`src/rtl/jvm_integer_stack_execute_defines.svh`:
```
// Assertion helpers for the integer stack execute block.
`ifndef JVM_INTEGER_STACK_EXECUTE_DEFINES_SVH
`define JVM_INTEGER_STACK_EXECUTE_DEFINES_SVH
`ifndef SYNTHESIS
`define JISE_ASSERT_IMP(lbl, ante, cons, msg) \
   lbl: assert property (@(posedge clock) disable iff (reset) (ante) |-> (cons)) \
      else $error(msg);
`define JISE_ASSERT_NXT(lbl, ante, cons, msg) \
   lbl: assert property (@(posedge clock) disable iff (reset) (ante) |=> (cons)) \
      else $error(msg);
`else
`define JISE_ASSERT_IMP(lbl, ante, cons, msg)
`define JISE_ASSERT_NXT(lbl, ante, cons, msg)
`endif
`endif

```
`src/rtl/jise_pkg.sv`:
```
`timescale 1ns / 1ps
package jise_pkg;

   localparam int DATA_W       = 32;
   localparam int STACK_DEPTH  = 64;
   localparam int LOCALS_DEPTH = 256;
   localparam int QUEUE_DEPTH  = 2;
   localparam int ICONST_BIAS  = 3;

   localparam logic [7:0] OP_NOP           = 8'h00;
   localparam logic [7:0] OP_ICONST_M1     = 8'h02;
   localparam logic [7:0] OP_ICONST_5      = 8'h08;
   localparam logic [7:0] OP_BIPUSH        = 8'h10;
   localparam logic [7:0] OP_SIPUSH        = 8'h11;
   localparam logic [7:0] OP_LDC           = 8'h12;
   localparam logic [7:0] OP_ILOAD         = 8'h15;
   localparam logic [7:0] OP_ALOAD         = 8'h19;
   localparam logic [7:0] OP_ILOAD_0       = 8'h1a;
   localparam logic [7:0] OP_ILOAD_3       = 8'h1d;
   localparam logic [7:0] OP_ALOAD_0       = 8'h2a;
   localparam logic [7:0] OP_ALOAD_3       = 8'h2d;
   localparam logic [7:0] OP_ISTORE        = 8'h36;
   localparam logic [7:0] OP_ASTORE        = 8'h3a;
   localparam logic [7:0] OP_ISTORE_0      = 8'h3b;
   localparam logic [7:0] OP_ISTORE_3      = 8'h3e;
   localparam logic [7:0] OP_ASTORE_0      = 8'h4b;
   localparam logic [7:0] OP_ASTORE_3      = 8'h4e;
   localparam logic [7:0] OP_DUP           = 8'h59;
   localparam logic [7:0] OP_IADD          = 8'h60;
   localparam logic [7:0] OP_ISUB          = 8'h64;
   localparam logic [7:0] OP_IMUL          = 8'h68;
   localparam logic [7:0] OP_IDIV          = 8'h6c;
   localparam logic [7:0] OP_IREM          = 8'h70;
   localparam logic [7:0] OP_INEG          = 8'h74;
   localparam logic [7:0] OP_ISHL          = 8'h78;
   localparam logic [7:0] OP_ISHR          = 8'h7a;
   localparam logic [7:0] OP_IUSHR         = 8'h7c;
   localparam logic [7:0] OP_IAND          = 8'h7e;
   localparam logic [7:0] OP_IOR           = 8'h80;
   localparam logic [7:0] OP_IXOR          = 8'h82;
   localparam logic [7:0] OP_IINC          = 8'h84;
   localparam logic [7:0] OP_IFEQ          = 8'h99;
   localparam logic [7:0] OP_IFLE          = 8'h9e;
   localparam logic [7:0] OP_IF_ICMPEQ     = 8'h9f;
   localparam logic [7:0] OP_IF_ICMPLE     = 8'ha4;
   localparam logic [7:0] OP_GOTO          = 8'ha7;
   localparam logic [7:0] OP_IRETURN       = 8'hac;
   localparam logic [7:0] OP_ARETURN       = 8'hb0;
   localparam logic [7:0] OP_RETURN        = 8'hb1;
   localparam logic [7:0] OP_GETSTATIC     = 8'hb2;
   localparam logic [7:0] OP_INVOKEVIRTUAL = 8'hb6;

   localparam logic [2:0] REL_EQ = 3'd0;
   localparam logic [2:0] REL_NE = 3'd1;
   localparam logic [2:0] REL_LT = 3'd2;
   localparam logic [2:0] REL_GE = 3'd3;
   localparam logic [2:0] REL_GT = 3'd4;

   localparam logic [1:0] FLT_NONE   = 2'd0;
   localparam logic [1:0] FLT_DIV0   = 2'd1;
   localparam logic [1:0] FLT_OPCODE = 2'd2;
   localparam logic [1:0] FLT_STACK  = 2'd3;

   typedef enum logic [3:0] {
      CL_NOP, CL_PUSH, CL_LOAD, CL_STORE, CL_DUP, CL_BIN, CL_NEG, CL_IINC,
      CL_IF1, CL_IF2, CL_GOTO, CL_RETV, CL_RET, CL_PRINT, CL_BAD
   } cls_type;

   typedef enum logic [1:0] {S_IDLE, S_EXEC, S_DIV, S_DFIN} state_type;

   typedef struct packed {
      logic [7:0]         kind;
      logic [7:0]         operand_byte_one;
      logic [7:0]         operand_byte_two;
      logic signed [31:0] constant_value;
   } req_type;

   typedef struct packed {
      logic [15:0]        next_pc;
      logic               print_valid;
      logic signed [31:0] print_value;
      logic               finished;
      logic               ret_valid;
      logic signed [31:0] return_value;
      logic [1:0]         fault;
   } rsp_type;

   typedef struct packed {
      cls_type     cls;
      logic [7:0]  op;
      logic [2:0]  rel;
      logic [7:0]  lidx;
      logic [31:0] imm;
      logic [15:0] off;
      logic [7:0]  delta;
      logic [1:0]  pops;
      logic [1:0]  pushes;
      logic [1:0]  len;
   } dec_type;

endpackage

```
`src/rtl/jise_front.sv`:
```
`timescale 1ns / 1ps
module jise_front (
   input  logic             req_valid,
   output logic             req_stall,
   input  jise_pkg::req_type req_data,
   output logic             q_push,
   output jise_pkg::dec_type q_wdata,
   input  logic             q_full
);
   import jise_pkg::*;

   logic [7:0] kind;

   assign kind      = req_data.kind;
   assign req_stall = q_full;
   assign q_push    = req_valid && !q_full;

   always_comb begin
      q_wdata        = '0;
      q_wdata.cls    = CL_BAD;
      q_wdata.op     = kind;
      q_wdata.off    = {req_data.operand_byte_one, req_data.operand_byte_two};
      q_wdata.delta  = req_data.operand_byte_two;
      q_wdata.lidx   = req_data.operand_byte_one;
      q_wdata.len    = 2'd1;
      unique case (kind) inside
         OP_NOP: q_wdata.cls = CL_NOP;
         OP_GETSTATIC: begin
            q_wdata.cls = CL_NOP;
            q_wdata.len = 2'd3;
         end
         [OP_ICONST_M1:OP_ICONST_5]: begin
            q_wdata.cls    = CL_PUSH;
            q_wdata.pushes = 2'd1;
            q_wdata.imm    = 32'(kind) - 32'(ICONST_BIAS);
         end
         OP_BIPUSH: begin
            q_wdata.cls    = CL_PUSH;
            q_wdata.pushes = 2'd1;
            q_wdata.len    = 2'd2;
            q_wdata.imm    = {{24{req_data.operand_byte_one[7]}}, req_data.operand_byte_one};
         end
         OP_SIPUSH: begin
            q_wdata.cls    = CL_PUSH;
            q_wdata.pushes = 2'd1;
            q_wdata.len    = 2'd3;
            q_wdata.imm    = {{16{req_data.operand_byte_one[7]}},
                              req_data.operand_byte_one, req_data.operand_byte_two};
         end
         OP_LDC: begin
            q_wdata.cls    = CL_PUSH;
            q_wdata.pushes = 2'd1;
            q_wdata.len    = 2'd2;
            q_wdata.imm    = req_data.constant_value;
         end
         OP_ILOAD, OP_ALOAD: begin
            q_wdata.cls    = CL_LOAD;
            q_wdata.pushes = 2'd1;
            q_wdata.len    = 2'd2;
         end
         [OP_ILOAD_0:OP_ILOAD_3]: begin
            q_wdata.cls    = CL_LOAD;
            q_wdata.pushes = 2'd1;
            q_wdata.lidx   = kind - OP_ILOAD_0;
         end
         [OP_ALOAD_0:OP_ALOAD_3]: begin
            q_wdata.cls    = CL_LOAD;
            q_wdata.pushes = 2'd1;
            q_wdata.lidx   = kind - OP_ALOAD_0;
         end
         OP_ISTORE, OP_ASTORE: begin
            q_wdata.cls  = CL_STORE;
            q_wdata.pops = 2'd1;
            q_wdata.len  = 2'd2;
         end
         [OP_ISTORE_0:OP_ISTORE_3]: begin
            q_wdata.cls  = CL_STORE;
            q_wdata.pops = 2'd1;
            q_wdata.lidx = kind - OP_ISTORE_0;
         end
         [OP_ASTORE_0:OP_ASTORE_3]: begin
            q_wdata.cls  = CL_STORE;
            q_wdata.pops = 2'd1;
            q_wdata.lidx = kind - OP_ASTORE_0;
         end
         OP_DUP: begin
            q_wdata.cls    = CL_DUP;
            q_wdata.pops   = 2'd1;
            q_wdata.pushes = 2'd2;
         end
         OP_IADD, OP_ISUB, OP_IMUL, OP_IDIV, OP_IREM, OP_ISHL, OP_ISHR, OP_IUSHR,
         OP_IAND, OP_IOR, OP_IXOR: begin
            q_wdata.cls    = CL_BIN;
            q_wdata.pops   = 2'd2;
            q_wdata.pushes = 2'd1;
         end
         OP_INEG: begin
            q_wdata.cls    = CL_NEG;
            q_wdata.pops   = 2'd1;
            q_wdata.pushes = 2'd1;
         end
         OP_IINC: begin
            q_wdata.cls = CL_IINC;
            q_wdata.len = 2'd3;
         end
         [OP_IFEQ:OP_IFLE]: begin
            q_wdata.cls  = CL_IF1;
            q_wdata.pops = 2'd1;
            q_wdata.len  = 2'd3;
            q_wdata.rel  = 3'(kind - OP_IFEQ);
         end
         [OP_IF_ICMPEQ:OP_IF_ICMPLE]: begin
            q_wdata.cls  = CL_IF2;
            q_wdata.pops = 2'd2;
            q_wdata.len  = 2'd3;
            q_wdata.rel  = 3'(kind - OP_IF_ICMPEQ);
         end
         OP_GOTO: q_wdata.cls = CL_GOTO;
         OP_IRETURN, OP_ARETURN: begin
            q_wdata.cls  = CL_RETV;
            q_wdata.pops = 2'd1;
         end
         OP_RETURN: q_wdata.cls = CL_RET;
         OP_INVOKEVIRTUAL: begin
            q_wdata.cls  = CL_PRINT;
            q_wdata.pops = 2'd1;
            q_wdata.len  = 2'd3;
         end
         default: q_wdata.cls = CL_BAD;
      endcase
   end

endmodule

```
`config.mk`:
```
export PLATFORM = sky130hd
export DESIGN_NAME = jise_front
export DESIGN_NICKNAME = d
export VERILOG_FILES = /design/src/rtl/jvm_integer_stack_execute_defines.svh /design/src/rtl/jise_pkg.sv /design/src/rtl/jise_front.sv
export SDC_FILE = /design/constraint.sdc
export NUM_CORES = 1
export LEC_CHECK = 0
export BUFFER_PORTS_ARGS = -buffer_cell sky130_fd_sc_hd__buf_2
export CORE_MARGIN = 1.5
export CORE_UTILIZATION = 41
export DETAILED_ROUTE_END_ITERATION = 16
export PLACE_DENSITY_LB_ADDON = 0.08
export RECOVER_POWER = 100
export SLEW_MARGIN = 30
export SYNTH_ARGS = -nofsm -noshare
export SYNTH_HDL_FRONTEND = slang
export SYNTH_SLANG_ARGS = --single-unit
```
`constraint.sdc`:
```
create_clock -name vclk -period 3.2
set_input_delay 0.48 -clock vclk [all_inputs]
set_output_delay 0.48 -clock vclk [all_outputs]
set_load 0.005 [all_outputs]
```
==> flow_summary_export.csv, run 1 <==
group,metric,value,unit
power_and_ir_drop,netSwitchingFraction,56.0,%
clock_network,cts_setup_buffers,0,
logic_synthesis,post-synth-top-count-cell,"buf_4",
worst_setup_path,cp_max_fo,19,
clock_network,hold_buffers,0,
logic_synthesis,ys_top_cells_by_count,"buf_4 (34), nand2_1 (26), a21o_1 (23), nor2_1 (20), a221o_1 (11)",
layout,num_antenna_cells,0,
layout,final_util,53.9,%
timing,period_share,93.5,%
floorplan,core_area,4030,µm²
logic_synthesis,ys_seq_area_share,0,%
layout,nClkBuffers,0,
layout,num-nets-final,427,
floorplan,fp.dieW,68.0,µm
layout,regArea,0,µm²
logic_synthesis,synthCells,254,
power_and_ir_drop,p_leak,1.21,nW
power_and_ir_drop,powerDensity,97.1,nW/µm²
drt,drc,0,
power_and_ir_drop,clkPwrFrac,0,%
global_routing,grt_max_degree,25,
timing,finalSetupViolCount,0,
logic_synthesis,syn-cell-area,1730,µm²
layout,area_growth,25.1,%
layout,layout-drive-gt1-share,31.8,%
timing,layout_setup_ws,0.207,ns
power_and_ir_drop,p_sw,0.118,mW
global_routing,grt_overflow,0,
floorplan,dieArea,4630,µm²
timing,rsz0062_at_grt,"false",
worst_setup_path,crit_arrival,2.51,ns
logic_synthesis,synth_area_leaders,"buf_4 (15%), a21o_1 (10%), a221o_1 (6.3%), ha_1 (5.8%), nand2_1 (5.6%)",
worst_setup_path,crit_required,2.72,ns
drt,drt-initial-drc-count,116,
floorplan,ios,145,
logic_synthesis,yosys.area.top_type_share,14.7,%
placement,routabilityCongestion,0.961,
clock_network,post_cts_resized,0,
drt,first_pass_iters,6,
global_routing,antenna_found_initial,0,
drt,wl_per_cell,15.2,µm
logic_synthesis,yosysWarnings,0,
drt,ant_nets,0,
timing,fin_tns_setup,0,ns
timing,slew_viol_final,0,
global_routing,grt_busiest_layer,"met2",
drt,via_per_inst,5.59,
floorplan,die_y,68.0,µm
timing,timing.fmax,334,MHz
logic_synthesis,syn_nets,321,
logic_synthesis,synth.distinct_cells,55,
worst_setup_path,worst-path-buf-inv,3,
worst_setup_path,path_delay_family,"simple AND/OR/NAND/NOR gates",
timing,fin_crit,2.99,ns
outcome,status,"finished clean",
timing,whs,1.15,ns
run,max-cap-violations,0,
floorplan,row_count,23,
worst_setup_path,end_kind,"primary output",
global_routing,use_met3,0.658,%
timing,hold_violations,0,
worst_hold_path,worstHoldStart,"q_full",
placement,placed_area,2250,µm²
layout,design_area,2170,µm²
placement,place.detailed.hpwl,4970,µm
power_and_ir_drop,seqPwrFrac,0,%
global_routing,use_met1,34.1,%
power_and_ir_drop,vdd_drop_max,0.0533,mV
worst_setup_path,slowest_delay,0.43,ns
global_routing,grtUsageTotal,24.6,%
logic_synthesis,avgSynthCellArea,6.83,µm²
global_routing,grt_pass1_vias,1837,
global_routing,grt_pass1_wl,9030,µm
power_and_ir_drop,pwr-share-comb,100.0,%
worst_setup_path,crit_start,"req_data[50]",
worst_setup_path,slowest_stage,"nand2_1",
power_and_ir_drop,internal-power,0.0927,mW
global_routing,met2_usage,42.6,%
layout,seq_cell_count,0,
drt,routed-via-count,2280,
placement,place_ws,0.195,ns
worst_setup_path,crit_path_frequent_cell,"clkbuf_1",
worst_hold_path,hp-class,"in -> out",
worst_setup_path,cp_cell_sequence,"clkbuf_1 > buf_4 > nor2_1 > and3_1 > and2_1 > o21ai_0 > nand2_1 > a21o_1 > clkbuf_1",
floorplan,start_util,43.0,%
logic_synthesis,synth_top_area_cell,"buf_4",
placement,numPortBuffers,145,
drt,wirelength,6210,µm
timing,relSlewSlack,63.3,%
timing,tightest_slew,0.549,ns
worst_setup_path,startpoint_type,"primary input",
worst_setup_path,path_class,"in -> out",
[per-stage QoR]
step | power [mW] | instances
finish | 0.211 | 408
global route | 0.234 | 408
CTS | 0.217 | 408
detailed placement | 0.216 | 408
global placement | 0.217 | 408
floorplan | 0.136 | 254
[cell type report]
| type | instances | area [µm²] |
|---|---|---|
| Fill cell | 439 | 1860 |
| Inverter | 7 | 26.3 |
| Timing Repair Buffer | 155 | 728 |
| Tap cell | 50 | 62.6 |
| Multi-Input combinational cell | 196 | 1350 |
[power groups by stage]
stage          combinational, mW  clock, mW  sequential [mW]
3_3_place_gp               0.217          0                0
5_1_grt                    0.234          0                0
2_1_floorplan              0.136          0                0
4_1_cts                    0.217          0                0
6_report                   0.211          0                0
3_5_place_dp               0.216          0                0
[final timing paths]
kind / slack, ns / to / depth (start not counted)
worst min-delay path: 1.15 / req_stall / 2
worst max-delay path: 0.21 / q_wdata[59] / 9
[cell usage in the layout (no fill, tap or decap), types with 5 or more instances in the layout]
cell,Yosys,routed
nor3_1,6,6
nand4_1,5,5
buf_4,34,7
clkbuf_1,5,52
a21o_1,23,23
nand3_1,8,8
nand2_1,26,27
o21ai_0,8,9
nor2b_1,5,5
o211ai_1,5,5
xnor2_1,5,5
and2_1,7,7
nand2b_1,7,7
inv_1,7,5
a221o_1,11,11
ha_1,8,8
nor2_1,20,19
buf_2,10,89
[per-layer routing]
metal	up-vias	share of wire (%)
met2	139	49
li1	1116	-
met1	1017	40
met4	0	1.4
met5	-	0
met3	8	9.4
[kinds of logic (layout without fill, tap and decap cells)]
| group | Yosys count | count (layout) | share of synthesized area [%] |
|---|---|---|---|
| AO/OA/AOI/OAI | 76 | 76 | 34.9 |
| XOR/XNOR | 6 | 6 | 3.03 |
| adder cells (fa/ha/maj) | 9 | 9 | 6.93 |
| buffers and inverters | 58 | 162 | 21.5 |
| multiplexers | 4 | 4 | 2.38 |
| AND/OR/NAND/NOR | 101 | 101 | 31.3 |
No activity file was read; power rests on OpenSTA's default activity.
==> run 2, diff against run 1 <==
--- a/config.mk
+++ b/config.mk
@@ -5,9 +5,10 @@
 export SDC_FILE = /design/constraint.sdc
 export NUM_CORES = 1
 export LEC_CHECK = 0
+export ABC_AREA = 1
 export BUFFER_PORTS_ARGS = -buffer_cell sky130_fd_sc_hd__buf_2
 export CORE_MARGIN = 1.5
-export CORE_UTILIZATION = 41
+export CORE_UTILIZATION = 43
 export DETAILED_ROUTE_END_ITERATION = 16
 export PLACE_DENSITY_LB_ADDON = 0.08
 export RECOVER_POWER = 100
==> flow_summary_export.csv, run 2 <==
group,metric,value,unit
logic_synthesis,yosys.area.top_type_share,29.7,%
power_and_ir_drop,p_leak,1.45,nW
power_and_ir_drop,powerDensity,108,nW/µm²
worst_hold_path,hp-class,"in -> out",
floorplan,die_y,69.6,µm
timing,relSlewSlack,64.0,%
drt,drt-initial-drc-count,160,
floorplan,dieArea,4850,µm²
worst_setup_path,worst-path-buf-inv,5,
layout,seq_cell_count,0,
drt,drc,0,
worst_setup_path,slowest_delay,0.38,ns
timing,rsz0062_at_grt,"false",
power_and_ir_drop,p_sw,0.157,mW
logic_synthesis,syn_nets,445,
drt,via_per_inst,5.01,
global_routing,use_met3,2.18,%
timing,timing.fmax,336,MHz
logic_synthesis,post-synth-top-count-cell,"nand2_1",
clock_network,hold_buffers,0,
logic_synthesis,synth_top_area_cell,"nand2_1",
worst_setup_path,crit_arrival,2.49,ns
floorplan,core_area,4320,µm²
worst_setup_path,startpoint_type,"primary input",
layout,nClkBuffers,0,
layout,area_growth,25.4,%
timing,tightest_slew,0.539,ns
timing,finalSetupViolCount,0,
run,max-cap-violations,0,
floorplan,row_count,24,
outcome,status,"finished clean",
timing,hold_violations,0,
global_routing,grt_busiest_layer,"met2",
power_and_ir_drop,internal-power,0.102,mW
drt,first_pass_iters,5,
drt,routed-via-count,2721,
power_and_ir_drop,netSwitchingFraction,60.5,%
global_routing,grt_max_degree,33,
placement,numPortBuffers,145,
worst_setup_path,slowest_stage,"fa_1",
layout,num_antenna_cells,0,
floorplan,start_util,44.1,%
clock_network,cts_setup_buffers,0,
worst_setup_path,crit_required,2.72,ns
placement,routabilityCongestion,0.998,
logic_synthesis,synthCells,378,
power_and_ir_drop,clkPwrFrac,0,%
global_routing,grtUsageTotal,27.5,%
logic_synthesis,synth_area_leaders,"nand2_1 (30%), buf_4 (13%), nand3_1 (8.4%), nor2_1 (7.7%), ha_1 (5.2%)",
layout,fill_cells,528,
worst_hold_path,worstHoldStart,"q_full",
logic_synthesis,synth.distinct_cells,33,
timing,fin_crit,2.97,ns
worst_setup_path,path_class,"in -> out",
global_routing,grt_overflow,0,
layout,final_cell_mix,"nand2_1 (157), buf_2 (94), clkbuf_1 (46)",
worst_setup_path,path_delay_family,"adder cells",
power_and_ir_drop,pwr-share-comb,100.0,%
placement,place.detailed.hpwl,5760,µm
clock_network,post_cts_resized,0,
global_routing,use_met1,39.2,%
timing,fin_tns_setup,0,ns
power_and_ir_drop,seqPwrFrac,0,%
drt,ant_nets,0,
layout,regArea,0,µm²
worst_setup_path,end_kind,"primary output",
layout,layout_commonest_cell,"nand2_1",
layout,layout-drive-gt1-share,28.1,%
worst_setup_path,crit_start,"req_data[49]",
worst_setup_path,cp_max_fo,6,
global_routing,grt_pass1_vias,2439,
global_routing,grt_pass1_wl,11500,µm
power_and_ir_drop,vdd_drop_max,0.0549,mV
drt,wl_per_cell,12.7,µm
timing,period_share,92.9,%
logic_synthesis,ys_seq_area_share,0,%
worst_setup_path,cp_cell_sequence,"clkbuf_1 > inv_1 > ha_1 > inv_1 > nor2_1 > nand2_1 > nand2_1 > nand2_1 > inv_1 > fa_1 > xnor2_1 > or2_1 > o21ai_1 > buf_2",
drt,wirelength,6870,µm
logic_synthesis,yosysWarnings,0,
logic_synthesis,ys_top_cells_by_count,"nand2_1 (151), nor2_1 (39), buf_4 (34), nand3_1 (32), inv_1 (26)",
floorplan,ios,145,
layout,num-nets-final,560,
logic_synthesis,avgSynthCellArea,5.05,µm²
timing,whs,1.14,ns
timing,slew_viol_final,0,
global_routing,met2_usage,47.3,%
logic_synthesis,syn-cell-area,1910,µm²
global_routing,antenna_found_initial,0,
floorplan,fp.dieW,69.6,µm
## run 2: cell count changes in the layout (fill, tap and decap cells not counted), moves of 7 or more
cell      previous run  this run
nand2b_1             7         0
a21o_1              23         0
a221o_1             11         0
nor2_1              19        38
nand3_1              8        32
nand2_1             27       157
nand2_2              0        10
inv_1                5        27
and2_1               7         0
## run 2: kinds of logic after synthesis
family	count (synthesis)	share of synthesized area (%)
xor+xnor	6	2.75
fa+ha+maj	9	6.30
buf+inv	77	23.0
compound gates	21	6.82
simple gates	265	61.1
## run 2: cell type report
cell class	count	area [µm²]	area share, %
well taps	52	65.1	2.72
multi-input cells	301	1460	60.9
inverters	35	133	5.54
repair buffers	155	738	30.9
## run 2: worst paths after layout
path                      end  slack, ns  cells after the start
hold / removal      req_stall       1.14                      2
setup / recovery  q_wdata[72]       0.23                     14
## run 2: routing by layer
layer / up-vias / wire (µm)
met1: 1191 / 3020
li1: 1387 / -
met3: 7 / 578
met5: - / 0
met2: 136 / 3220
met4: 0 / 50
## run 2: power by group through the flow
stage | logic [mW] | clock network (mW) | registers, mW
2_1_floorplan | 0.161 | 0 | 0
3_3_place_gp | 0.266 | 0 | 0
3_5_place_dp | 0.267 | 0 | 0
4_1_cts | 0.268 | 0 | 0
5_1_grt | 0.292 | 0 | 0
6_report | 0.259 | 0 | 0
## run 2: stage by stage
stage | area [µm²] | instances | setup WS, ns | power (mW) | utilization [%]
floorplan | 1910 | 378 | 0.620 | 0.161 | -
global placement | 2470 | 543 | 0.348 | 0.266 | 57.1
detailed placement | 2470 | 543 | 0.280 | 0.267 | 57.1
CTS | 2470 | 543 | 0.279 | 0.268 | 57.1
global route | 2390 | 543 | 0.0542 | 0.292 | 55.3
finish | 2390 | 543 | 0.227 | 0.259 | 55.3
