### src/rtl/jvm_integer_stack_execute_defines.svh
// Assertion helpers for the integer stack execute block.
`ifndef JVM_INTEGER_STACK_EXECUTE_DEFINES_SVH
`define JVM_INTEGER_STACK_EXECUTE_DEFINES_SVH
`ifndef SYNTHESIS
`define JISE_ASSERT_IMP(lbl, ante, cons, msg) \
   lbl: assert property (@(posedge clock) disable iff (reset) (ante) |-> (cons)) \
      else $error(msg);
`define JISE_ASSERT_NXT(lbl, ante, cons, msg) \
   lbl: assert property (@(posedge clock) disable iff (reset) (ante) |=> (cons)) \
      else $error(msg);
`else
`define JISE_ASSERT_IMP(lbl, ante, cons, msg)
`define JISE_ASSERT_NXT(lbl, ante, cons, msg)
`endif
`endif

### src/rtl/jise_pkg.sv
`timescale 1ns / 1ps
package jise_pkg;

   localparam int DATA_W       = 32;
   localparam int STACK_DEPTH  = 64;
   localparam int LOCALS_DEPTH = 256;
   localparam int QUEUE_DEPTH  = 2;
   localparam int ICONST_BIAS  = 3;

   localparam logic [7:0] OP_NOP           = 8'h00;
   localparam logic [7:0] OP_ICONST_M1     = 8'h02;
   localparam logic [7:0] OP_ICONST_5      = 8'h08;
   localparam logic [7:0] OP_BIPUSH        = 8'h10;
   localparam logic [7:0] OP_SIPUSH        = 8'h11;
   localparam logic [7:0] OP_LDC           = 8'h12;
   localparam logic [7:0] OP_ILOAD         = 8'h15;
   localparam logic [7:0] OP_ALOAD         = 8'h19;
   localparam logic [7:0] OP_ILOAD_0       = 8'h1a;
   localparam logic [7:0] OP_ILOAD_3       = 8'h1d;
   localparam logic [7:0] OP_ALOAD_0       = 8'h2a;
   localparam logic [7:0] OP_ALOAD_3       = 8'h2d;
   localparam logic [7:0] OP_ISTORE        = 8'h36;
   localparam logic [7:0] OP_ASTORE        = 8'h3a;
   localparam logic [7:0] OP_ISTORE_0      = 8'h3b;
   localparam logic [7:0] OP_ISTORE_3      = 8'h3e;
   localparam logic [7:0] OP_ASTORE_0      = 8'h4b;
   localparam logic [7:0] OP_ASTORE_3      = 8'h4e;
   localparam logic [7:0] OP_DUP           = 8'h59;
   localparam logic [7:0] OP_IADD          = 8'h60;
   localparam logic [7:0] OP_ISUB          = 8'h64;
   localparam logic [7:0] OP_IMUL          = 8'h68;
   localparam logic [7:0] OP_IDIV          = 8'h6c;
   localparam logic [7:0] OP_IREM          = 8'h70;
   localparam logic [7:0] OP_INEG          = 8'h74;
   localparam logic [7:0] OP_ISHL          = 8'h78;
   localparam logic [7:0] OP_ISHR          = 8'h7a;
   localparam logic [7:0] OP_IUSHR         = 8'h7c;
   localparam logic [7:0] OP_IAND          = 8'h7e;
   localparam logic [7:0] OP_IOR           = 8'h80;
   localparam logic [7:0] OP_IXOR          = 8'h82;
   localparam logic [7:0] OP_IINC          = 8'h84;
   localparam logic [7:0] OP_IFEQ          = 8'h99;
   localparam logic [7:0] OP_IFLE          = 8'h9e;
   localparam logic [7:0] OP_IF_ICMPEQ     = 8'h9f;
   localparam logic [7:0] OP_IF_ICMPLE     = 8'ha4;
   localparam logic [7:0] OP_GOTO          = 8'ha7;
   localparam logic [7:0] OP_IRETURN       = 8'hac;
   localparam logic [7:0] OP_ARETURN       = 8'hb0;
   localparam logic [7:0] OP_RETURN        = 8'hb1;
   localparam logic [7:0] OP_GETSTATIC     = 8'hb2;
   localparam logic [7:0] OP_INVOKEVIRTUAL = 8'hb6;

   localparam logic [2:0] REL_EQ = 3'd0;
   localparam logic [2:0] REL_NE = 3'd1;
   localparam logic [2:0] REL_LT = 3'd2;
   localparam logic [2:0] REL_GE = 3'd3;
   localparam logic [2:0] REL_GT = 3'd4;

   localparam logic [1:0] FLT_NONE   = 2'd0;
   localparam logic [1:0] FLT_DIV0   = 2'd1;
   localparam logic [1:0] FLT_OPCODE = 2'd2;
   localparam logic [1:0] FLT_STACK  = 2'd3;

   typedef enum logic [3:0] {
      CL_NOP, CL_PUSH, CL_LOAD, CL_STORE, CL_DUP, CL_BIN, CL_NEG, CL_IINC,
      CL_IF1, CL_IF2, CL_GOTO, CL_RETV, CL_RET, CL_PRINT, CL_BAD
   } cls_type;

   typedef enum logic [1:0] {S_IDLE, S_EXEC, S_DIV, S_DFIN} state_type;

   typedef struct packed {
      logic [7:0]         kind;
      logic [7:0]         operand_byte_one;
      logic [7:0]         operand_byte_two;
      logic signed [31:0] constant_value;
   } req_type;

   typedef struct packed {
      logic [15:0]        next_pc;
      logic               print_valid;
      logic signed [31:0] print_value;
      logic               finished;
      logic               ret_valid;
      logic signed [31:0] return_value;
      logic [1:0]         fault;
   } rsp_type;

   typedef struct packed {
      cls_type     cls;
      logic [7:0]  op;
      logic [2:0]  rel;
      logic [7:0]  lidx;
      logic [31:0] imm;
      logic [15:0] off;
      logic [7:0]  delta;
      logic [1:0]  pops;
      logic [1:0]  pushes;
      logic [1:0]  len;
   } dec_type;

endpackage

### src/rtl/jise_queue.sv
`timescale 1ns / 1ps
module jise_queue (
   input  logic             clock,
   input  logic             reset,
   input  logic             push,
   input  jise_pkg::dec_type wdata,
   output logic             full,
   input  logic             pop,
   output logic             valid,
   output jise_pkg::dec_type rdata
);
   import jise_pkg::*;

   localparam int PTR_W = $clog2(QUEUE_DEPTH);
   localparam int CNT_W = $clog2(QUEUE_DEPTH + 1);

   dec_type             slot_ff [QUEUE_DEPTH];
   logic [PTR_W-1:0]    wr_ptr_ff, wr_ptr_in, rd_ptr_ff, rd_ptr_in;
   logic [CNT_W-1:0]    count_ff, count_in;

   assign full  = (count_ff == CNT_W'(QUEUE_DEPTH));
   assign valid = (count_ff != '0);
   assign rdata = slot_ff[rd_ptr_ff];

   function automatic logic [PTR_W-1:0] bump(input logic [PTR_W-1:0] p);
      bump = (p == PTR_W'(QUEUE_DEPTH - 1)) ? '0 : p + 1'b1;
   endfunction

   always_comb begin
      wr_ptr_in = push ? bump(wr_ptr_ff) : wr_ptr_ff;
      rd_ptr_in = pop ? bump(rd_ptr_ff) : rd_ptr_ff;
      count_in  = count_ff + CNT_W'(push) - CNT_W'(pop);
   end

   always_ff @(posedge clock) begin
      if (reset) begin
         wr_ptr_ff <= '0;
         rd_ptr_ff <= '0;
         count_ff  <= '0;
      end else begin
         wr_ptr_ff <= wr_ptr_in;
         rd_ptr_ff <= rd_ptr_in;
         count_ff  <= count_in;
      end
   end

   always_ff @(posedge clock) begin
      if (push) begin
         slot_ff[wr_ptr_ff] <= wdata;
      end
   end

endmodule

### config.mk
export PLATFORM = sky130hd
export DESIGN_NAME = jise_queue
export DESIGN_NICKNAME = d
export VERILOG_FILES = /design/src/rtl/jvm_integer_stack_execute_defines.svh /design/src/rtl/jise_pkg.sv /design/src/rtl/jise_queue.sv
export SDC_FILE = /design/constraint.sdc
export NUM_CORES = 1
export LEC_CHECK = 0
export CAP_MARGIN = 10
export CELL_PAD_IN_SITES_DETAIL_PLACEMENT = 1
export CELL_PAD_IN_SITES_GLOBAL_PLACEMENT = 1
export CORE_MARGIN = 5
export CORE_UTILIZATION = 46
export DETAILED_ROUTE_END_ITERATION = 10
export DONT_BUFFER_PORTS = 1
export PLACE_DENSITY_LB_ADDON = 0.1
export SLEW_MARGIN = 0
export SYNTH_ARGS = -nofsm -noshare
export SYNTH_HDL_FRONTEND = slang
export SYNTH_SLANG_ARGS = --single-unit
### constraint.sdc
create_clock -name clock -period 9.35 [get_ports clock]
set_input_delay 0.4675 -clock clock [delete_from_list [all_inputs] [get_ports clock]]
set_output_delay 0.4675 -clock clock [all_outputs]
set_load 0.02 [all_outputs]
==> impl_metrics.tcl, run 1 <==
set metrics [dict create \
    htreeDepth 4 \
    p_leak_nw 2.297 \
    maxSlewViolCount 0 \
    insertion_delay_ps 400 \
    synth_nets 376 \
    drt_iter0_drc 129 \
    drive_above_1_share 0.2136 \
    synthCells 285 \
    fin_crit_ps 2720 \
    setup-violations-final 0 \
    worst-path-max-fanout 58 \
    num_io_pins 176 \
    track_usage 0.1364 \
    start_util 0.4636 \
    final_common_cell "edfxtp_1" \
    final_cell_mix "170 x edfxtp_1, 50 x mux2_1, 35 x mux2_2" \
    synth-seq-cells 175 \
    fin_cells 489 \
    fin_worst_skew_ps 6.840 \
    grt_overflow 0 \
    cts_tree "done" \
    min_path_type "in -> reg" \
    worst_pin_slew_ps 1080 \
    placed_cells 459 \
    wl_per_cell_um 22.35 \
    cap_violations 0 \
    port_buffers 0 \
    cp.required_ps 8880 \
    coreArea_um2 13720 \
    wl_mm 10.93 \
    outcome "completed" \
    avgSynthCellArea_um2 22.32 \
    chipWidth_um 127.6 \
    cts-root-buf "clkbuf_16" \
    yosysWarnings 0 \
    gp_congestion 0.6741 \
    vdd_drop_max_v 0.0001133 \
    nNetsFinal 389 \
    dp_hpwl_mm 7.107 \
    setup_tns_ps 0 \
    antenna_found_initial 0 \
    ys_types 15 \
    end_kind "output port" \
    syn_area_um2 6360 \
    power_density_nw_per_um2 241.2 \
    antenna_cells 0 \
    hold_viol 0 \
    avgViaCountPerCell 5.155 \
    die-area_um2 16280 \
    ctsHoldBuffers 0 \
    clkTransAtPathRegs_ps 60 \
    path_class "reg -> out" \
    rows 43 \
    area_growth_pct 10.94 \
    antenna_left 0 \
    post_cts_resize_count 0 \
    post-route-period-util 0.2909 \
    die_y_um 127.6 \
    cts_setup_buffers 0 \
    finalHoldWorstSlack_ps 124.3 \
    critPathArrivalTime_ps 2250 \
    clockBufferDepth 2 \
    clock-sinks 175 \
    drc 0 \
    dr.pass1.iters 4 \
    max_freq_mhz 367.7 \
    rsz0062_at_grt "false" \
    slew_headroom 0.2782 \
    grt_pass1_wl_mm 16.15 \
    vias 2521 \
    grt_max_degree 59 \
    yosysSeqAreaShare 0.8184 \
    grt_pass1_vias 2734 \
    cts_buffers 17 \
    crit_path_start_kind "flop" \
]
-- cell families (layout without fill, tap and decap cells) --
family	count (synthesis)	count (layout)	share of synthesized area
AND/OR/NAND/NOR	9	9	0.007280
flip-flops	175	175	0.8184
XOR/XNOR	3	3	0.006296
adder cells (fa/ha/maj)	2	2	0.003934
multiplexers	85	85	0.1505
buffers and inverters	11	35	0.01357
-- layout make-up --
class / instances / area (um^2)
clock buffers: 22 / 444.2
clock inverters: 8 / 68.82
fillers: 1234 / 6664
inverters: 2 / 7.507
multi-input cells: 99 / 1079
flip-flops and latches: 175 / 5209
well taps: 180 / 225.2
repair buffers: 3 / 22.52
-- per-layer routing --
metal	vias to the layer above	GRT usage	part of all wire	routed length (um)
met3	12	0.08236	0.12	1364
met1	1257	0.1500	0.36	3938
met2	109	0.2159	0.50	5448
li1	1143	-	-	-
met4	0	0.05431	0.016	176
met5	-	0	0	0
-- cell usage after synthesis --
master | n | area, um^2
mux2_2 | 35 | 394.1
nor2_1 | 4 | 15.01
mux2_1 | 50 | 563.0
buf_2 | 3 | 15.01
or2_2 | 1 | 6.260
and2_1 | 1 | 6.260
xnor3_1 | 1 | 22.52
inv_1 | 2 | 7.510
buf_4 | 1 | 7.510
ha_1 | 2 | 25.02
buf_6 | 5 | 56.30
nor2b_1 | 3 | 18.77
edfxtp_1 | 170 | 5105
xnor2_1 | 2 | 17.52
dfxtp_1 | 5 | 100.1
-- critical path, cell delays in order (launching register included) --
cell     delay, ps
dfxtp_4        580
buf_4          670
mux2_1         510
-- stage by stage --
step | instance area (um^2) | util | worst slack (ps) | power, W
floorplan | 6360 | - | 4632 | 0.001086
global placement | 6543 | 0.4769 | 6824 | 0.001108
detailed placement | 6543 | 0.4769 | 6823 | 0.001110
CTS | 7056 | 0.5143 | 6546 | 0.001730
global route | 7056 | 0.5143 | 6475 | 0.001782
finish | 7056 | 0.5143 | 6630 | 0.001702
-- power breakdown --
group / leakage, nW / switching (W) / internal (W)
sequential: 1.64 / 0.0000148 / 0.000916
combinational: 0.413 / 0.000111 / 0.0000449
clock: 0.247 / 0.000254 / 0.000360
-- final timing paths --
path / slack [ps] / startpoint / cells after the start / to
worst max-delay path: 6630 / flop / 2 / rdata[25]
worst min-delay path: 120 / reset / 1 / flop
worst max register to register: 7030 / wr_ptr_ff$_SDFFE_PP0P_ / 2 / slot_ff[0][75]$_DFFE_PP_
worst min register to register: 530 / rd_ptr_ff$_SDFFE_PP0P_ / 2 / rd_ptr_ff$_SDFFE_PP0P_
-- sequential cells by signal (all words and copies together) (netlist names), named ones only --
signal and flops:
slot_ff 170, rd_ptr_ff 1, count_ff 2, wr_ptr_ff 1
(Power assumes the default switching activity.)
==> run 2, diff against run 1 <==
Settings changed: ABC_AREA set to 1.
Clock period 9.35 ns to 2.64 ns, I/O delays scaled along.
==> run 2 against run 1 <==
Net effect: via count grew 17%; combinational power grew to 4.1 times the previous value; critical path type unchanged; first-iteration DRC count grew 25%; critical path depth is the same; cell count grew 21%.
==> impl_metrics.tcl, run 2 <==
set metrics [dict create \
    hold_start "pop" \
    worst_pin_slew_ps 667.4 \
    p_clk_frac 0.394 \
    max_stage_delay_ps 540 \
    seqPwrFrac 0.505 \
    cp.buffers_inverters 1 \
    synth-seq-cells 175 \
    antenna_cells 0 \
    switchingPower_w 0.001378 \
    p_leak_nw 2.764 \
    met2_length_mm 6.290 \
    drt_iter0_drc 161 \
    drive_above_1_share 0.1719 \
    synth_edf_count 170 \
    antenna_found_initial 0 \
    track_usage 0.1506 \
    ys_top_cells_by_count "170 x edfxtp_1, 50 x mux2_1, 35 x mux2_2, 8 x inv_1, 7 x nor2_1" \
    synth_nets 386 \
    synth_top_area_cell "edfxtp_1" \
    wl_per_cell_um 20.08 \
    fin_worst_skew_ps 4.439 \
    gp_congestion 0.7580 \
    synthCells 295 \
    ff2ff_setup_slack_ps 1240 \
    cp.required_ps 2510 \
    rows 43 \
    die_y_um 127.6 \
    ys_types 15 \
    largest_reg_flops 170 \
    end_kind "output port" \
    outcome "completed" \
    yosysTopAreaCellShare 0.8020 \
    clockBufferDepth 2 \
    cpMaxStageDelayCell "dfxtp_4" \
    vias 2951 \
    htreeDepth 4 \
    antenna_left 0 \
    top_register "slot_ff" \
    setup_tns_ps 0 \
    synth.area.top_cells "edfxtp_1 80%, mux2_1 8.8%, mux2_2 6.2%, dfxtp_1 1.6%, buf_6 0.88%" \
    placed_cell_area_um2 6601 \
    syn_area_um2 6365 \
    post_cts_resize_count 0 \
    avgSynthCellArea_um2 21.58 \
    clkTransAtPathRegs_ps 60 \
    hold_viol 0 \
    cts-root-buf "clkbuf_16" \
    yosysSeqAreaShare 0.8178 \
    setup-violations-final 0 \
    rr_startpoint "wr_ptr_ff$_SDFFE_PP0P_" \
    chipWidth_um 127.6 \
    nNetsFinal 492 \
    dr.pass1.iters 4 \
    crit_path_start_kind "flop" \
    insertion_delay_ps 410 \
    area_growth_pct 27.29 \
    drc 0 \
    path_class "reg -> out" \
    min_to "count_ff[1]$_SDFF_PP0_" \
    maxSlewViolCount 0 \
    slew_headroom 0.5551 \
    crit_chain "buf_4, mux2_1" \
    ys_async_sr_fraction 0 \
    synth.most_common_cell "edfxtp_1" \
    grt_pass1_vias 3278 \
    design_area_um2 8102 \
    p_total_w 0.006459 \
    fin_util 0.5905 \
    worst-path-max-fanout 25 \
    cts_tree "done" \
    die-area_um2 16290 \
    grt_overflow 0 \
    grt_pass1_wl_mm 18.09 \
    avgViaCountPerCell 4.976 \
    top_layer "met4" \
    final_common_cell "edfxtp_1" \
    switching_share 0.2133 \
    rsz0062_at_grt "false" \
    reg_top3 "slot_ff x170, count_ff x2" \
    power_density_nw_per_um2 797.2 \
    num_io_pins 176 \
    coreArea_um2 13720 \
    port_buffers 0 \
    dp_hpwl_mm 7.552 \
    min_path_type "in -> reg" \
    wl_met1_mm 4.580 \
    worstRegToRegCells 2 \
    cts_buffers 17 \
    internal_power_w 0.005081 \
    synth_ff_type "edfxtp_1" \
    wl_mm 11.91 \
    cap_violations 0 \
    yosysWarnings 0 \
    vdd_drop_max_v 0.0004300 \
    grt_max_degree 48 \
    critPathTopFamily "flip-flops" \
    final_cell_mix "170 x edfxtp_1, 89 x dlygate4sd3_1, 50 x mux2_1" \
    start_util 0.4639 \
    clock-sinks 175 \
    max_freq_mhz 514.9 \
    holdPathStages 3 \
    wl_met3_um 880 \
    post-route-period-util 0.7356 \
    power_frac_comb 0.100 \
    fin_crit_ps 1942 \
    reg2reg_to "slot_ff[0][63]$_DFFE_PP_" \
    critPathArrivalTime_ps 1810 \
]
[run 2: cell count changes in the layout (fill, tap and decap cells not counted), moves of 2 or more]
| cell | change |
|---|---|
| nor2b_1 | -2 |
| buf_12 | +2 |
| inv_1 | +5 |
| buf_4 | +2 |
| nor2_1 | +2 |
| bufinv_16 | +3 |
| nand2_1 | +5 |
| dlygate4sd3_1 | +89 |
| clkbuf_8 | +2 |
[run 2: kinds of logic (layout without fill, tap and decap cells)]
family                   Yosys count  count (layout)  share of synthesized area
flip-flops                       175             175                     0.8178
multiplexers                      85              85                     0.1504
adder cells (fa/ha/maj)            2               2                   0.003931
AND/OR/NAND/NOR                   14              14                   0.008649
buffers and inverters             17             135                    0.01710
AO/OA/AOI/OAI                      1               1                  0.0007856
XOR/XNOR                           1               1                   0.001376
[run 2: how the worst max path moves through the flow]
| stage | start | endpoint | depth (start not counted) |
|---|---|---|---|
| after detailed placement | flop | rdata[30] | 2 |
| after global placement | flop | rdata[25] | 2 |
| after global routing | flop | rdata[60] | 2 |
| after floorplan | wr_ptr_ff$_SDFFE_PP0P_ | slot_ff[1][0]$_DFFE_PP_ | 2 |
| final | flop | rdata[30] | 2 |
| after CTS | flop | rdata[30] | 2 |
[run 2: power by group through the flow]
stage	Sequential [W]	Clock [W]	Combinational [W]
5_1_grt	0.00328	0.00277	0.000692
2_1_floorplan	0.00330	0	0.000461
3_5_place_dp	0.00333	0	0.000530
6_report	0.00326	0.00255	0.000647
3_3_place_gp	0.00332	0	0.000527
4_1_cts	0.00327	0.00262	0.000661
[run 2: timing repair]
item                                   4_1_cts  5_1_grt
hold buffers                                89        0
endpoints found under the hold margin      175        0
setup buffers                                0        0
[run 2: cell type report]
| type | instances | area (um^2) |
|---|---|---|
| fillers | 1201 | 5618 |
| inverters | 8 | 31.28 |
| well taps | 180 | 225.2 |
| clock inverters | 7 | 137.6 |
| multi-input cells | 103 | 1059 |
| repair buffers | 96 | 968.4 |
| clock buffers | 24 | 471.7 |
| flip-flops and latches | 175 | 5209 |
[run 2: worst reg2reg max path, stage by stage, from the launching register on]
cell and delay, ps:
dfxtp_1 340, nor2_4 110, buf_4 510
[run 2: per-stage QoR]
step / hold WS (ps) / setup WS [ps] / std cells
floorplan: 203.2 / 98.94 / 295
global placement: 198.0 / 1148 / 473
detailed placement: 202.9 / 1125 / 473
CTS: 19.21 / 655.1 / 593
global route: 52.31 / 587.5 / 593
finish: 47.43 / 698.0 / 593
[run 2: layer usage]
| layer | track usage | up-vias |
|---|---|---|
| met1 | 0.1684 | 1485 |
| li1 | - | 1358 |
| met4 | 0.05993 | 0 |
| met5 | 0 | - |
| met2 | 0.2564 | 98 |
| met3 | 0.06271 | 10 |
==> run 3, diff against run 2 <==
Clock period 2.64 ns to 1.6 ns, I/O delays scaled along.
==> run 3 against run 2 <==
Net effect: core utilization hardly changed; sequential share of layout area hardly changed; clock power is 51% higher; worst setup slack worse by 660 ps; die area stayed put; hold slack better by 120 ps; total power is 61% higher; flip-flop and latch count stayed put; count of clock-buffer cells in the layout is 4 lower; global-route usage is 0.57 points higher; cell count is 0.17% higher.
==> impl_metrics.tcl, run 3 (same netlist as run 2, synthesis figures left out) <==
set metrics [dict create \
    cap_violations 0 \
    setup-violations-final 0 \
    insertion_delay_ps 420 \
    fin_crit_ps 1563 \
    rsz0062_at_grt "true" \
    worstRegToRegCells 8 \
    coreArea_um2 13720 \
    p_leak_nw 2.728 \
    reg2reg_to "count_ff[1]$_SDFF_PP0_" \
    worst_pin_slew_ps 434.6 \
    largest_reg_flops 170 \
    htreeDepth 4 \
    fin_cells 594 \
    critPathArrivalTime_ps 1480 \
    start_util 0.4639 \
    cts_buffers 17 \
    end_kind "output port" \
    clkTransAtPathRegs_ps 60 \
    antenna_found_initial 0 \
    final_common_cell "edfxtp_1" \
    min_path_type "in -> reg" \
    worst-path-max-fanout 37 \
    top_register "slot_ff" \
    crit_path_start_kind "flop" \
    drc 0 \
    rows 43 \
    num_io_pins 176 \
    die_y_um 127.6 \
    max_freq_mhz 639.9 \
    wl_per_cell_um 20.73 \
    drive_above_1_share 0.2899 \
    grt_max_degree 48 \
    final_cell_mix "170 x edfxtp_1, 89 x dlygate4sd3_1, 83 x mux2_2" \
    fin_util 0.5908 \
    cts-root-buf "clkbuf_16" \
    area_growth_pct 27.34 \
    fin_worst_skew_ps 7.031 \
    post-route-period-util 0.9767 \
    die-area_um2 16290 \
    clockBufferDepth 2 \
    rr_startpoint "count_ff[0]$_SDFF_PP0_" \
    outcome "completed" \
    chipWidth_um 127.6 \
    grt_pass1_wl_mm 18.81 \
    placed_cells 473 \
    drt_iter0_drc 148 \
    hold_start "push" \
    reg_top3 "slot_ff x170, count_ff x2" \
    hold_viol 0 \
    grt_pass1_vias 3354 \
    antenna_left 0 \
    maxSlewViolCount 0 \
    path_class "reg -> out" \
    ff2ff_setup_slack_ps 300 \
    vias 2978 \
    cp.required_ps 1520 \
    port_buffers 0 \
    cts_tree "done" \
    gp_congestion 0.6834 \
    wl_mm 12.31 \
    nNetsFinal 492 \
    grt_overflow 0 \
    slew_headroom 0.7092 \
    endpoint "rdata[55]" \
    dp_hpwl_mm 7.438 \
    setup_tns_ps 0 \
    dr.pass1.iters 4 \
    track_usage 0.1564 \
    avgViaCountPerCell 5.013 \
    power_density_nw_per_um2 1281 \
    clock-sinks 175 \
    antenna_cells 0 \
    vdd_drop_max_v 0.0006270 \
]
-- run 3: repair_timing --
action                                  in CTS  in global routing
hold endpoints to repair                   175                  0
buffers inserted                             0                  0
hold buffers                                89                  0
endpoints found under the setup margin      28                 70
resized for setup                           22                 26
-- run 3: routing by layer --
metal | wire length, um | global-route usage
met1 | 4727 | 0.1734
met2 | 6405 | 0.2651
met3 | 921 | 0.06187
met4 | 257 | 0.07241
met5 | 0 | 0
-- run 3: report_power, final --
part / internal (W) / leakage, nW / switching, W / total [W]
logic: 0.000454 / 0.830 / 0.000709 / 0.00116
registers: 0.00531 / 1.64 / 0.0000620 / 0.00537
clock network: 0.00228 / 0.260 / 0.00158 / 0.00385
-- run 3: area by class of cell --
type                            instances  area, um^2
Fill cell                            1191        5614
Clock inverter                         12       120.1
Inverter                                8       33.78
Multi-Input combinational cell        103        1061
Tap cell                              180       225.2
Clock buffer                           20       436.7
Sequential cell                       175        5210
Timing Repair Buffer                   96        1018
-- run 3: worst min path at each step --
stage	slack, ps	to	cells after the start
global route	170	slot_ff[0][9]$_DFFE_PP_	3
floorplan	150	count_ff[0]$_SDFF_PP0_	1
detailed placement	150	flop	1
finish	160	wr_ptr_ff$_SDFFE_PP0P_	4
global placement	150	flop	1
CTS	160	wr_ptr_ff$_SDFFE_PP0P_	4
-- run 3: worst max-delay path, cell delays in order, from the launching register on --
cell and delay [ps]:
dfxtp_4 370, buf_12 230, mux2_2 440
-- run 3: per-stage QoR --
step | setup WS [ps] | hold slack, ps | cell area, um^2 | total power, W
after floorplan | -434.1 | 151.2 | 6380 | 0.006210
after global placement | 374.5 | 146.0 | 6658 | 0.006379
after detailed placement | 298.8 | 146.9 | 6658 | 0.006396
after CTS | -5.869 | 155.7 | 8105 | 0.01051
after global routing | -19.32 | 166.9 | 8105 | 0.01083
final | 37.26 | 162.7 | 8105 | 0.01038
